<file path="src/lcd_segment_image_writer_core_assert.svh">
// ----------------------------------------------------------------------------
// LCD segment image writer assertion macros
// Wrappers for concurrent checks; they compile away when SYNTH is defined.
// ----------------------------------------------------------------------------
`ifndef LCD_SEGMENT_IMAGE_WRITER_CORE_ASSERT_SVH
`define LCD_SEGMENT_IMAGE_WRITER_CORE_ASSERT_SVH

`ifndef SYNTH
// Same-cycle implication check
`define LSIW_ASSERT_IMP(name, clk, rst, ante, cons) \
  name: assert property (@(posedge clk) disable iff (rst) (ante) |-> (cons)) \
    else $error("lsiw: implication check failed");
// Next-cycle implication check
`define LSIW_ASSERT_NXT(name, clk, rst, ante, cons) \
  name: assert property (@(posedge clk) disable iff (rst) (ante) |=> (cons)) \
    else $error("lsiw: next-cycle check failed");
`else
`define LSIW_ASSERT_IMP(name, clk, rst, ante, cons)
`define LSIW_ASSERT_NXT(name, clk, rst, ante, cons)
`endif

`endif

</file>
<file path="src/lsiw_pkg.sv">
// ----------------------------------------------------------------------------
// LCD segment image writer package
// Command codes, pipeline request types, segment ROM and digit patterns.
// ----------------------------------------------------------------------------
package lsiw_pkg;

  localparam int unsigned ImageBytes  = 32;
  localparam int unsigned SegCount    = 176;
  localparam int unsigned BinWidth    = 32;
  localparam int unsigned BcdDigits   = 10;
  localparam int unsigned BcdWidth    = 4 * BcdDigits;
  localparam int unsigned BcdStages   = 4;
  localparam int unsigned StageIters  = BinWidth / BcdStages;
  localparam int unsigned MainDigits  = 9;
  localparam int unsigned SmallDigits = 3;

  typedef enum logic [1:0] {
    CMD_SET_SEG = 2'd0,
    CMD_MAIN    = 2'd1,
    CMD_SMALL   = 2'd2,
    CMD_CLEAR   = 2'd3
  } lsiw_cmd_t;

  // Decoded command that rides alongside the number conversion
  typedef struct packed {
    lsiw_cmd_t   cmd;
    logic        seg_on;
    logic        range_err;
    logic [4:0]  img_byte;
    logic [7:0]  mask;
  } lsiw_side_t;

  // One request in flight: command plus binary-to-BCD working state
  typedef struct packed {
    lsiw_side_t             side;
    logic [BinWidth-1:0]    bin;
    logic [BcdWidth-1:0]    bcd;
  } lsiw_item_t;

  // Segment id to image byte index
  localparam logic [4:0] SEG_BYTE [SegCount] = '{
     2,28,21,21,21,21, 4, 6, 8,10,12,14,16,18,20, 9,15,23, 0,19,
     8, 0, 1, 0, 0, 0, 1, 1, 1, 2, 1, 2, 2, 2, 2, 2, 2, 3, 4,12,
    11,10,21,21,21,21,22,22,22,22,22,22,22, 9,15,18, 8,10,16,19,
     0, 0,31,31,31,30,30,27,28,20,25,13,14,20, 5, 6, 7,
     1, 1, 1,31,31,31,31,30,30,30,30,29,29,29,29,
     4, 4, 4, 3, 3, 3, 3,  6, 6, 6, 5, 5, 5, 5,  8, 8, 8, 7, 7, 7, 7,
    10,10,10, 9, 9, 9, 9, 12,12,12,11,11,11,11, 14,14,14,13,13,13,13,
    16,16,16,15,15,15,15, 18,18,18,17,17,17,17, 20,20,20,19,19,19,19,
    27,27,27,27,28,28,28, 25,25,25,25,26,26,26, 23,23,23,23,24,24,24
  };

  // Segment id to bit mask within its byte
  localparam logic [7:0] SEG_MASK [SegCount] = '{
    8'h01,8'h10,8'h01,8'h02,8'h04,8'h08,8'h08,8'h08,8'h08,8'h08,
    8'h08,8'h08,8'h08,8'h08,8'h08,8'h10,8'h10,8'h01,8'h80,8'h10,
    8'h10,8'h02,8'h01,8'h10,8'h20,8'h40,8'h40,8'h10,8'h20,8'h20,
    8'h80,8'h02,8'h04,8'h08,8'h10,8'h40,8'h80,8'h10,8'h10,8'h10,
    8'h10,8'h10,8'h10,8'h20,8'h40,8'h80,8'h01,8'h02,8'h04,8'h10,
    8'h20,8'h40,8'h80,8'h20,8'h20,8'h20,8'h20,8'h20,8'h20,8'h20,
    8'h04,8'h08,8'h04,8'h01,8'h02,8'h01,8'h02,8'h01,8'h01,8'h20,
    8'h01,8'h10,8'h10,8'h10,8'h10,8'h10,8'h10,
    8'h08,8'h04,8'h02,8'h80,8'h40,8'h20,8'h10,8'h10,8'h20,8'h40,
    8'h80,8'h80,8'h40,8'h20,8'h10,
    8'h01,8'h02,8'h04,8'h08,8'h04,8'h01,8'h02, 8'h01,8'h02,8'h04,8'h08,8'h04,8'h01,8'h02,
    8'h01,8'h02,8'h04,8'h08,8'h04,8'h01,8'h02, 8'h01,8'h02,8'h04,8'h08,8'h04,8'h01,8'h02,
    8'h01,8'h02,8'h04,8'h08,8'h04,8'h01,8'h02, 8'h01,8'h02,8'h04,8'h08,8'h04,8'h01,8'h02,
    8'h01,8'h02,8'h04,8'h08,8'h04,8'h01,8'h02, 8'h01,8'h02,8'h04,8'h08,8'h04,8'h01,8'h02,
    8'h01,8'h02,8'h04,8'h08,8'h04,8'h01,8'h02,
    8'h80,8'h40,8'h20,8'h10,8'h20,8'h80,8'h40, 8'h80,8'h40,8'h20,8'h10,8'h20,8'h80,8'h40,
    8'h80,8'h40,8'h20,8'h10,8'h20,8'h80,8'h40
  };

  // Main display, A/B/C bits of the high byte
  function automatic logic [7:0] main_hi(input logic [3:0] d);
    logic [7:0] p;
    unique case (d)
      4'd0: p = 8'h07;
      4'd1: p = 8'h06;
      4'd2: p = 8'h03;
      4'd3: p = 8'h07;
      4'd4: p = 8'h06;
      4'd5: p = 8'h05;
      4'd6: p = 8'h05;
      4'd7: p = 8'h07;
      4'd8: p = 8'h07;
      4'd9: p = 8'h07;
      default: p = 8'h00;
    endcase
    return p;
  endfunction

  // Main display, F/G/E/D bits of the low byte
  function automatic logic [7:0] main_lo(input logic [3:0] d);
    logic [7:0] p;
    unique case (d)
      4'd0: p = 8'h0D;
      4'd1: p = 8'h00;
      4'd2: p = 8'h0E;
      4'd3: p = 8'h0A;
      4'd4: p = 8'h03;
      4'd5: p = 8'h0B;
      4'd6: p = 8'h0F;
      4'd7: p = 8'h00;
      4'd8: p = 8'h0F;
      4'd9: p = 8'h0B;
      default: p = 8'h00;
    endcase
    return p;
  endfunction

  // Small display, D/C/B/A bits
  function automatic logic [7:0] small_hi(input logic [3:0] d);
    logic [7:0] p;
    unique case (d)
      4'd0: p = 8'hF0;
      4'd1: p = 8'h60;
      4'd2: p = 8'hD0;
      4'd3: p = 8'hF0;
      4'd4: p = 8'h60;
      4'd5: p = 8'hB0;
      4'd6: p = 8'hB0;
      4'd7: p = 8'hE0;
      4'd8: p = 8'hF0;
      4'd9: p = 8'hF0;
      default: p = 8'h00;
    endcase
    return p;
  endfunction

  // Small display, E/G/F bits
  function automatic logic [7:0] small_lo(input logic [3:0] d);
    logic [7:0] p;
    unique case (d)
      4'd0: p = 8'hA0;
      4'd1: p = 8'h00;
      4'd2: p = 8'h60;
      4'd3: p = 8'h40;
      4'd4: p = 8'hC0;
      4'd5: p = 8'hC0;
      4'd6: p = 8'hE0;
      4'd7: p = 8'h00;
      4'd8: p = 8'hE0;
      4'd9: p = 8'hC0;
      default: p = 8'h00;
    endcase
    return p;
  endfunction

endpackage

</file>
<file path="src/lsiw_bcd_stage.sv">
// ----------------------------------------------------------------------------
// LCD segment image writer BCD stage
// One registered pipeline stage of shift-and-add-3 binary to BCD conversion.
// ----------------------------------------------------------------------------
module lsiw_bcd_stage (
  input  logic                clk,
  input  logic                rst,
  input  logic                in_valid,
  input  lsiw_pkg::lsiw_item_t in_item,
  output logic                in_ready,
  output logic                out_valid,
  input  logic                out_ready,
  output lsiw_pkg::lsiw_item_t out_item
);
  import lsiw_pkg::*;

  logic                valid;
  lsiw_item_t          item;
  logic [BinWidth-1:0] work_bin;
  logic [BcdWidth-1:0] work_bcd;

  // Accept when empty or when the held request moves on
  assign in_ready  = !valid || out_ready;
  assign out_valid = valid;
  assign out_item  = item;

  // Run this stage's share of shift-and-add-3 steps
  always_comb begin
    work_bin = in_item.bin;
    work_bcd = in_item.bcd;
    for (int i = 0; i < StageIters; i++) begin
      for (int n = 0; n < BcdDigits; n++) begin
        if (work_bcd[4*n +: 4] >= 4'd5) begin
          work_bcd[4*n +: 4] = work_bcd[4*n +: 4] + 4'd3;
        end
      end
      {work_bcd, work_bin} = {work_bcd[BcdWidth-2:0], work_bin, 1'b0};
    end
  end

  // Hold valid flag
  always_ff @(posedge clk) begin
    if (rst) begin
      valid <= 1'b0;
    end else if (in_ready) begin
      valid <= in_valid;
    end
  end

  // Capture the advanced request
  always_ff @(posedge clk) begin
    if (in_ready && in_valid) begin
      item.side <= in_item.side;
      item.bin  <= work_bin;
      item.bcd  <= work_bcd;
    end
  end

endmodule

</file>
<file path="src/lsiw_image_update.sv">
// ----------------------------------------------------------------------------
// LCD segment image writer image update
// Holds the segment image and applies one decoded request per cycle unless the result is stalled.
// ----------------------------------------------------------------------------
`include "lcd_segment_image_writer_core_assert.svh"

module lsiw_image_update (
  input  logic                             clk,
  input  logic                             rst,
  input  logic                             in_valid,
  input  lsiw_pkg::lsiw_item_t             in_item,
  output logic                             in_ready,
  output logic                             out_valid,
  input  logic                             out_ready,
  output logic                             status,
  output logic [8*lsiw_pkg::ImageBytes-1:0] image
);
  import lsiw_pkg::*;

  logic [7:0]           img      [ImageBytes];
  logic [7:0]           img_next [ImageBytes];
  logic                 status_next;
  logic                 saturate;
  logic [BcdDigits-1:0] main_nz;
  logic [SmallDigits-1:0] small_nz;
  logic [3:0]           dig;

  // Take a request only when the result register is free
  assign in_ready = !out_valid || out_ready;

  // Any number of 1e9 or more shows as all nines
  assign saturate = in_item.bcd[BcdWidth-1 -: 4] != 4'd0;

  // Flag digits with a nonzero digit at or above them
  always_comb begin
    main_nz[BcdDigits-1] = in_item.bcd[4*(BcdDigits-1) +: 4] != 4'd0;
    for (int k = BcdDigits - 2; k >= 0; k--) begin
      main_nz[k] = main_nz[k+1] || (in_item.bcd[4*k +: 4] != 4'd0);
    end
    small_nz[SmallDigits-1] = in_item.bcd[4*(SmallDigits-1) +: 4] != 4'd0;
    for (int k = SmallDigits - 2; k >= 0; k--) begin
      small_nz[k] = small_nz[k+1] || (in_item.bcd[4*k +: 4] != 4'd0);
    end
  end

  // Build the next image
  always_comb begin
    img_next    = img;
    status_next = 1'b0;
    dig         = 4'd0;
    unique case (in_item.side.cmd)
      CMD_SET_SEG: begin
        if (in_item.side.range_err) begin
          status_next = 1'b1;
        end else begin
          for (int b = 0; b < ImageBytes; b++) begin
            if (5'(b) == in_item.side.img_byte) begin
              img_next[b] = in_item.side.seg_on ? (img[b] | in_item.side.mask)
                                                : (img[b] & ~in_item.side.mask);
            end
          end
        end
      end
      CMD_MAIN: begin
        for (int k = 0; k < MainDigits; k++) begin
          dig = saturate ? 4'd9 : in_item.bcd[4*k +: 4];
          img_next[20-2*k] = img[20-2*k] & 8'hF8;
          img_next[19-2*k] = img[19-2*k] & 8'hF0;
          if (k == 0 || saturate || main_nz[k]) begin
            img_next[20-2*k] = img_next[20-2*k] | main_hi(dig);
            img_next[19-2*k] = img_next[19-2*k] | main_lo(dig);
          end
        end
      end
      CMD_SMALL: begin
        for (int k = 0; k < SmallDigits; k++) begin
          dig = in_item.bcd[4*k +: 4];
          img_next[23+2*k] = img[23+2*k] & 8'h0F;
          img_next[24+2*k] = img[24+2*k] & 8'h1F;
          if (k == 0 || small_nz[k]) begin
            img_next[23+2*k] = img_next[23+2*k] | small_hi(dig);
            img_next[24+2*k] = img_next[24+2*k] | small_lo(dig);
          end
        end
      end
      CMD_CLEAR: begin
        for (int b = 0; b < ImageBytes; b++) begin
          img_next[b] = 8'h00;
        end
      end
      default: begin
        status_next = 1'b0;
      end
    endcase
  end

  // Advance image and result flag
  always_ff @(posedge clk) begin
    if (rst) begin
      out_valid <= 1'b0;
      for (int b = 0; b < ImageBytes; b++) begin
        img[b] <= 8'h00;
      end
    end else if (in_ready) begin
      out_valid <= in_valid;
      if (in_valid) begin
        img <= img_next;
      end
    end
  end

  // Capture status with the result
  always_ff @(posedge clk) begin
    if (in_ready && in_valid) begin
      status <= status_next;
    end
  end

  // Flatten image, byte 0 lowest
  always_comb begin
    for (int b = 0; b < ImageBytes; b++) begin
      image[8*b +: 8] = img[b];
    end
  end

  `LSIW_ASSERT_NXT(a_hold_image, clk, rst, out_valid && !out_ready, $stable(image))
  `LSIW_ASSERT_NXT(a_clear_zero, clk, rst, in_valid && in_ready && in_item.side.cmd == CMD_CLEAR, image == '0)
  `LSIW_ASSERT_NXT(a_range_keep, clk, rst, in_valid && in_ready && in_item.side.cmd == CMD_SET_SEG && in_item.side.range_err, $stable(image) && status)

endmodule

</file>
<file path="src/lcd_segment_image_writer_core.sv">
// ----------------------------------------------------------------------------
// LCD segment image writer core
// Keeps a 32-byte LCD segment image and updates it by set/clear-segment,
// main number, small number and clear commands.
// ----------------------------------------------------------------------------
// Pipeline: a request passes four registered BCD stages, then the image/result
//   register, which raises m_tvalid.
// Throughput: one request per cycle; the BCD pipeline stages and the image
//   register each take a new request every cycle when not stalled.
// Reset: rst clears the image to all zeros and empties the pipeline.
module lcd_segment_image_writer_core (
  input  logic         clk,
  input  logic         rst,
  input  logic         s_tvalid,
  output logic         s_tready,
  // command[1:0], segment number[9:2], seg_on[10], number[42:11], zero pad
  input  logic [47:0]  s_tdata,
  output logic         m_tvalid,
  input  logic         m_tready,
  // status[0], image_bytes_0_7[64:1], image_bytes_8_15[128:65],
  // image_bytes_16_23[192:129], image_bytes_24_31[256:193], zero pad
  output logic [263:0] m_tdata
);
  import lsiw_pkg::*;

  logic [1:0]          command;
  logic [7:0]          seg_num;
  logic                seg_on;
  logic [BinWidth-1:0] number;
  logic                in_range;
  lsiw_item_t          first_item;

  logic       stage_valid [BcdStages+1];
  logic       stage_ready [BcdStages+1];
  lsiw_item_t stage_item  [BcdStages+1];

  logic                      status;
  logic [8*ImageBytes-1:0]   image;

  // Unpack request fields
  assign command = s_tdata[1:0];
  assign seg_num = s_tdata[9:2];
  assign seg_on  = s_tdata[10];
  assign number  = s_tdata[42:11];

  // Decode and look up the segment ROM
  assign in_range = 32'(seg_num) < SegCount;
  always_comb begin
    first_item.side.cmd       = lsiw_cmd_t'(command);
    first_item.side.seg_on    = seg_on;
    first_item.side.range_err = !in_range;
    first_item.side.img_byte  = in_range ? SEG_BYTE[seg_num] : 5'd0;
    first_item.side.mask      = in_range ? SEG_MASK[seg_num] : 8'h00;
    first_item.bin            = number;
    first_item.bcd            = '0;
  end

  assign stage_valid[0] = s_tvalid;
  assign stage_item[0]  = first_item;
  assign s_tready       = stage_ready[0];

  // Binary to BCD pipeline
  for (genvar g = 0; g < BcdStages; g++) begin : g_bcd
    lsiw_bcd_stage u_stage (
      .clk       (clk),
      .rst       (rst),
      .in_valid  (stage_valid[g]),
      .in_item   (stage_item[g]),
      .in_ready  (stage_ready[g]),
      .out_valid (stage_valid[g+1]),
      .out_ready (stage_ready[g+1]),
      .out_item  (stage_item[g+1])
    );
  end

  // Image register and result
  lsiw_image_update u_update (
    .clk       (clk),
    .rst       (rst),
    .in_valid  (stage_valid[BcdStages]),
    .in_item   (stage_item[BcdStages]),
    .in_ready  (stage_ready[BcdStages]),
    .out_valid (m_tvalid),
    .out_ready (m_tready),
    .status    (status),
    .image     (image)
  );

  assign m_tdata = {7'd0, image, status};

endmodule
</file>
<file path="config.mk">
export PLATFORM = sky130hd
export DESIGN_NAME = lcd_segment_image_writer_core
export DESIGN_NICKNAME = d
export VERILOG_FILES = /design/src/lsiw_pkg.sv /design/src/lsiw_bcd_stage.sv /design/src/lsiw_image_update.sv /design/src/lcd_segment_image_writer_core.sv
export VERILOG_INCLUDE_DIRS = /design/src /design/src/src
export SDC_FILE = /design/constraint.sdc
export NUM_CORES = 2
export LEC_CHECK = 0
export BUFFER_PORTS_ARGS = -buffer_cell sky130_fd_sc_hd__buf_2
export CAP_MARGIN = 20
export CORE_MARGIN = 4
export CORE_UTILIZATION = 53
export DETAILED_ROUTE_END_ITERATION = 16
export GPL_TIMING_DRIVEN = 1
export PLACE_DENSITY = 0.75
export RECOVER_POWER = 100
export SYNTH_ARGS = -nofsm -noshare
export SYNTH_HDL_FRONTEND = slang
export SYNTH_SLANG_ARGS = --single-unit
</file>
<file path="constraint.sdc">
create_clock -name clk -period 7.59 [get_ports clk]
set_input_delay 0.759 -clock clk [delete_from_list [all_inputs] [get_ports clk]]
set_output_delay 0.759 -clock clk [all_outputs]
set_load 0.02 [all_outputs]
</file>
==> impl_metrics.json <==
{
  "gp_congestion": 0.949,
  "clk_pin_slew_worst_paths_ps": 60,
  "drc": 0,
  "ys.flop_type": "dfxtp_1",
  "r2r-start": "g_bcd[2].u_stage.out_item[16]$_DFFE_PP_",
  "finalHoldViolations": 0,
  "crit_family": "compound AO/OA/AOI/OAI gates",
  "layout_commonest_cell": "a21oi_1",
  "rsz0062_at_grt": "true",
  "cts_buffers": 56,
  "final_cell_mix": "a21oi_1 (536), nand2_1 (429), o21ai_0 (401)",
  "synth_edf_count": 219,
  "dieWidth_um": 281,
  "ys_ff_latch": 501,
  "fin_crit_sh_pct": 99.2,
  "via_per_inst": 6.01,
  "cp_num_buf_inv": 6,
  "insertion_delay_ps": 660,
  "worstHoldStart": "s_tdata[34]",
  "clock_skew_ps": 39.5,
  "drtAntennaViolNets": 0,
  "cts_sinks": 501,
  "yosys_warnings": 0,
  "r2r_slack_ps": 60,
  "syn_inst": 4742,
  "grt_max_degree": 102,
  "drt_iter0_markers": 3027,
  "hold_path_class": "input pin to flop",
  "slew_viol_final": 581,
  "crit_path_end_kind": "flop",
  "io_pins": 318,
  "async_reset_ff_share_pct": 0,
  "clock_path_buffers": 3,
  "period_needed_ps": 7530,
  "reg2reg_to": "g_bcd[3].u_stage.out_item[22]$_DFFE_PP_",
  "syn_avg_cell_area_sq_um": 8.33,
  "die_area_sq_um": 78900,
  "wl_mm": 109,
  "status": "complete, but fails checks",
  "post_drt_wl_per_cell_um": 17.9,
  "fmax_mhz": 133,
  "grt_pass1_wl_mm": 166,
  "cts_htree_levels": 2,
  "portBuffers": 305,
  "track_usage_pct": 24.9,
  "grt-ovfl-total": 0,
  "cts_root_buf": "clkbuf_16",
  "worst_setup_path_start_kind": "flop",
  "path_class": "flop to flop",
  "required_ps": 8060,
  "netlist_area_sq_um": 39500,
  "worst-slew-pin-transition_ps": 4500,
  "antenna_found_initial": 0,
  "place_hpwl_mm": 77.6,
  "synth_cell_type_count": 120,
  "holdPathEnd": "g_bcd[0].u_stage.out_item[71]$_DFFE_PP_",
  "rows": 99,
  "antennaDiodeCount": 0,
  "relSlewSlack_pct": -200,
  "grt_pass1_vias": 33100,
  "pre_cts_slack_ps": -388,
  "core_area_sq_um": 73500,
  "slowest_stage": "edfxtp_1",
  "cp_num_cells": 40,
  "setup_viol": 0,
  "cts_tree": "done",
  "regArea_sq_um": 12200,
  "start_util_pct": 53.8,
  "area_delta_synth_final_pct": 17.4,
  "worst_slack_ps": 57.2,
  "drive_gt1_share_pct": 16.3,
  "vias": 36800,
  "n_fill_cell": 6039,
  "chipHeight_um": 281,
  "drtPass1Iterations": 8,
  "cp.arrival_ps": 8010,
  "reg2reg_depth": 40,
  "cap_violations": 9,
  "holdPathStages": 1,
  "violations": "capacitance limit, slew limit",
  "nets": 5536,
  "crit_fanout": 5,
  "multiInputGateArea_sq_um": 27100,
  "synth.yosys.seq_area_share_pct": 31.0,
  "cpPeakStageDelay_ps": 470
}
==> area by class of cell <==
type / count / area share (%)
sequential: 501 / 26.4
clock inverter: 31 / 0.837
tap: 959 / 2.59
clock buffer: 72 / 3.33
multi-input combinational: 3727 / 58.4
inverter: 308 / 2.49
timing repair buffer: 522 / 6.02
==> synthesized netlist by cell type (all sizes together), types with 39 or more instances <==
cell,instances,share of area (%)
nor3,146,1.9
inv,305,2.9
o21ai,454,5.8
a21o,52,0.99
a211oi,74,1.5
nand3,60,0.76
nand2,436,4.2
nor2,247,2.4
dfxtp,282,14
xnor2,122,2.7
edfxtp,219,17
ha,368,12
buf,45,0.59
mux2,81,2.3
nand2b,149,2.4
and3,49,0.78
mux2i,207,5.3
a21oi,578,7.4
a311oi,39,0.87
nor2b,86,1.4
and2,50,0.79
a21boi,55,1.1
clkbuf,167,1.6
==> worst max path at each step <==
stage	slack, ps	endpoint	start
finish	60	g_bcd[3].u_stage.out_item[22]$_DFFE_PP_	g_bcd[2].u_stage.out_item[16]$_DFFE_PP_
global route	-370	g_bcd[3].u_stage.out_item[34]$_DFFE_PP_	g_bcd[2].u_stage.out_item[16]$_DFFE_PP_
CTS	-40	g_bcd[3].u_stage.out_item[34]$_DFFE_PP_	g_bcd[2].u_stage.out_item[24]$_DFFE_PP_
detailed placement	-390	g_bcd[2].u_stage.out_item[18]$_DFFE_PP_	g_bcd[1].u_stage.out_item[16]$_DFFE_PP_
global placement	-30	g_bcd[2].u_stage.out_item[18]$_DFFE_PP_	g_bcd[1].u_stage.out_item[16]$_DFFE_PP_
floorplan	30	flop	g_bcd[2].u_stage.out_item[0]$_DFFE_PP_
==> stage by stage <==
| stage | setup TNS [ps] | std cells | utilization (%) | area [sq um] | hold WS, ps |
|---|---|---|---|---|---|
| after floorplan | 0 | 4748 | - | 39500 | 400 |
| final | 0 | 6120 | 63.1 | 46400 | 303 |
| after CTS | -39.4 | 6029 | 60.6 | 44500 | 266 |
| after detailed placement | -8920 | 5915 | 57.6 | 42300 | 405 |
| after global routing | -8590 | 6120 | 63.1 | 46400 | 274 |
| after global placement | -64.8 | 5915 | 57.6 | 42300 | 400 |
==> repair_timing <==
item | 4_1_cts | 5_1_grt
setup endpoints to repair | 49 | 82
pin swaps | 9 | 102
gates resized for setup | 58 | 352
hold buffers | 0 | 0
buffers inserted | 11 | 91
endpoints found under the hold margin | 0 | 0
==> cells by family (layout without fill, tap and decap cells) <==
| logic type | count (synthesis) | in the layout | synth area share [%] |
|---|---|---|---|
| AO/OA/AOI/OAI | 1567 | 1567 | 24.4 |
| AND/OR/NAND/NOR | 1345 | 1345 | 16.8 |
| buffers and inverters | 520 | 933 | 5.13 |
| flip-flops | 501 | 501 | 31.0 |
| adder cells (fa/ha/maj) | 368 | 368 | 11.7 |
| multiplexers | 290 | 290 | 7.70 |
| XOR/XNOR | 150 | 150 | 3.35 |
| other | 1 | 7 | 0.00950 |
==> routing by layer <==
layer	global-route usage, %	vias to the layer above	wire (um)
met5	0	-	0
met4	11.8	0	5890
met3	3.73	322	7750
met2	42.3	1407	51800
met1	31.2	17200	43900
li1	-	17800	-
Power is left out: the tool's default activity adds up to more than one toggle a clock period on the data nets, which glitch-free logic cannot reach.
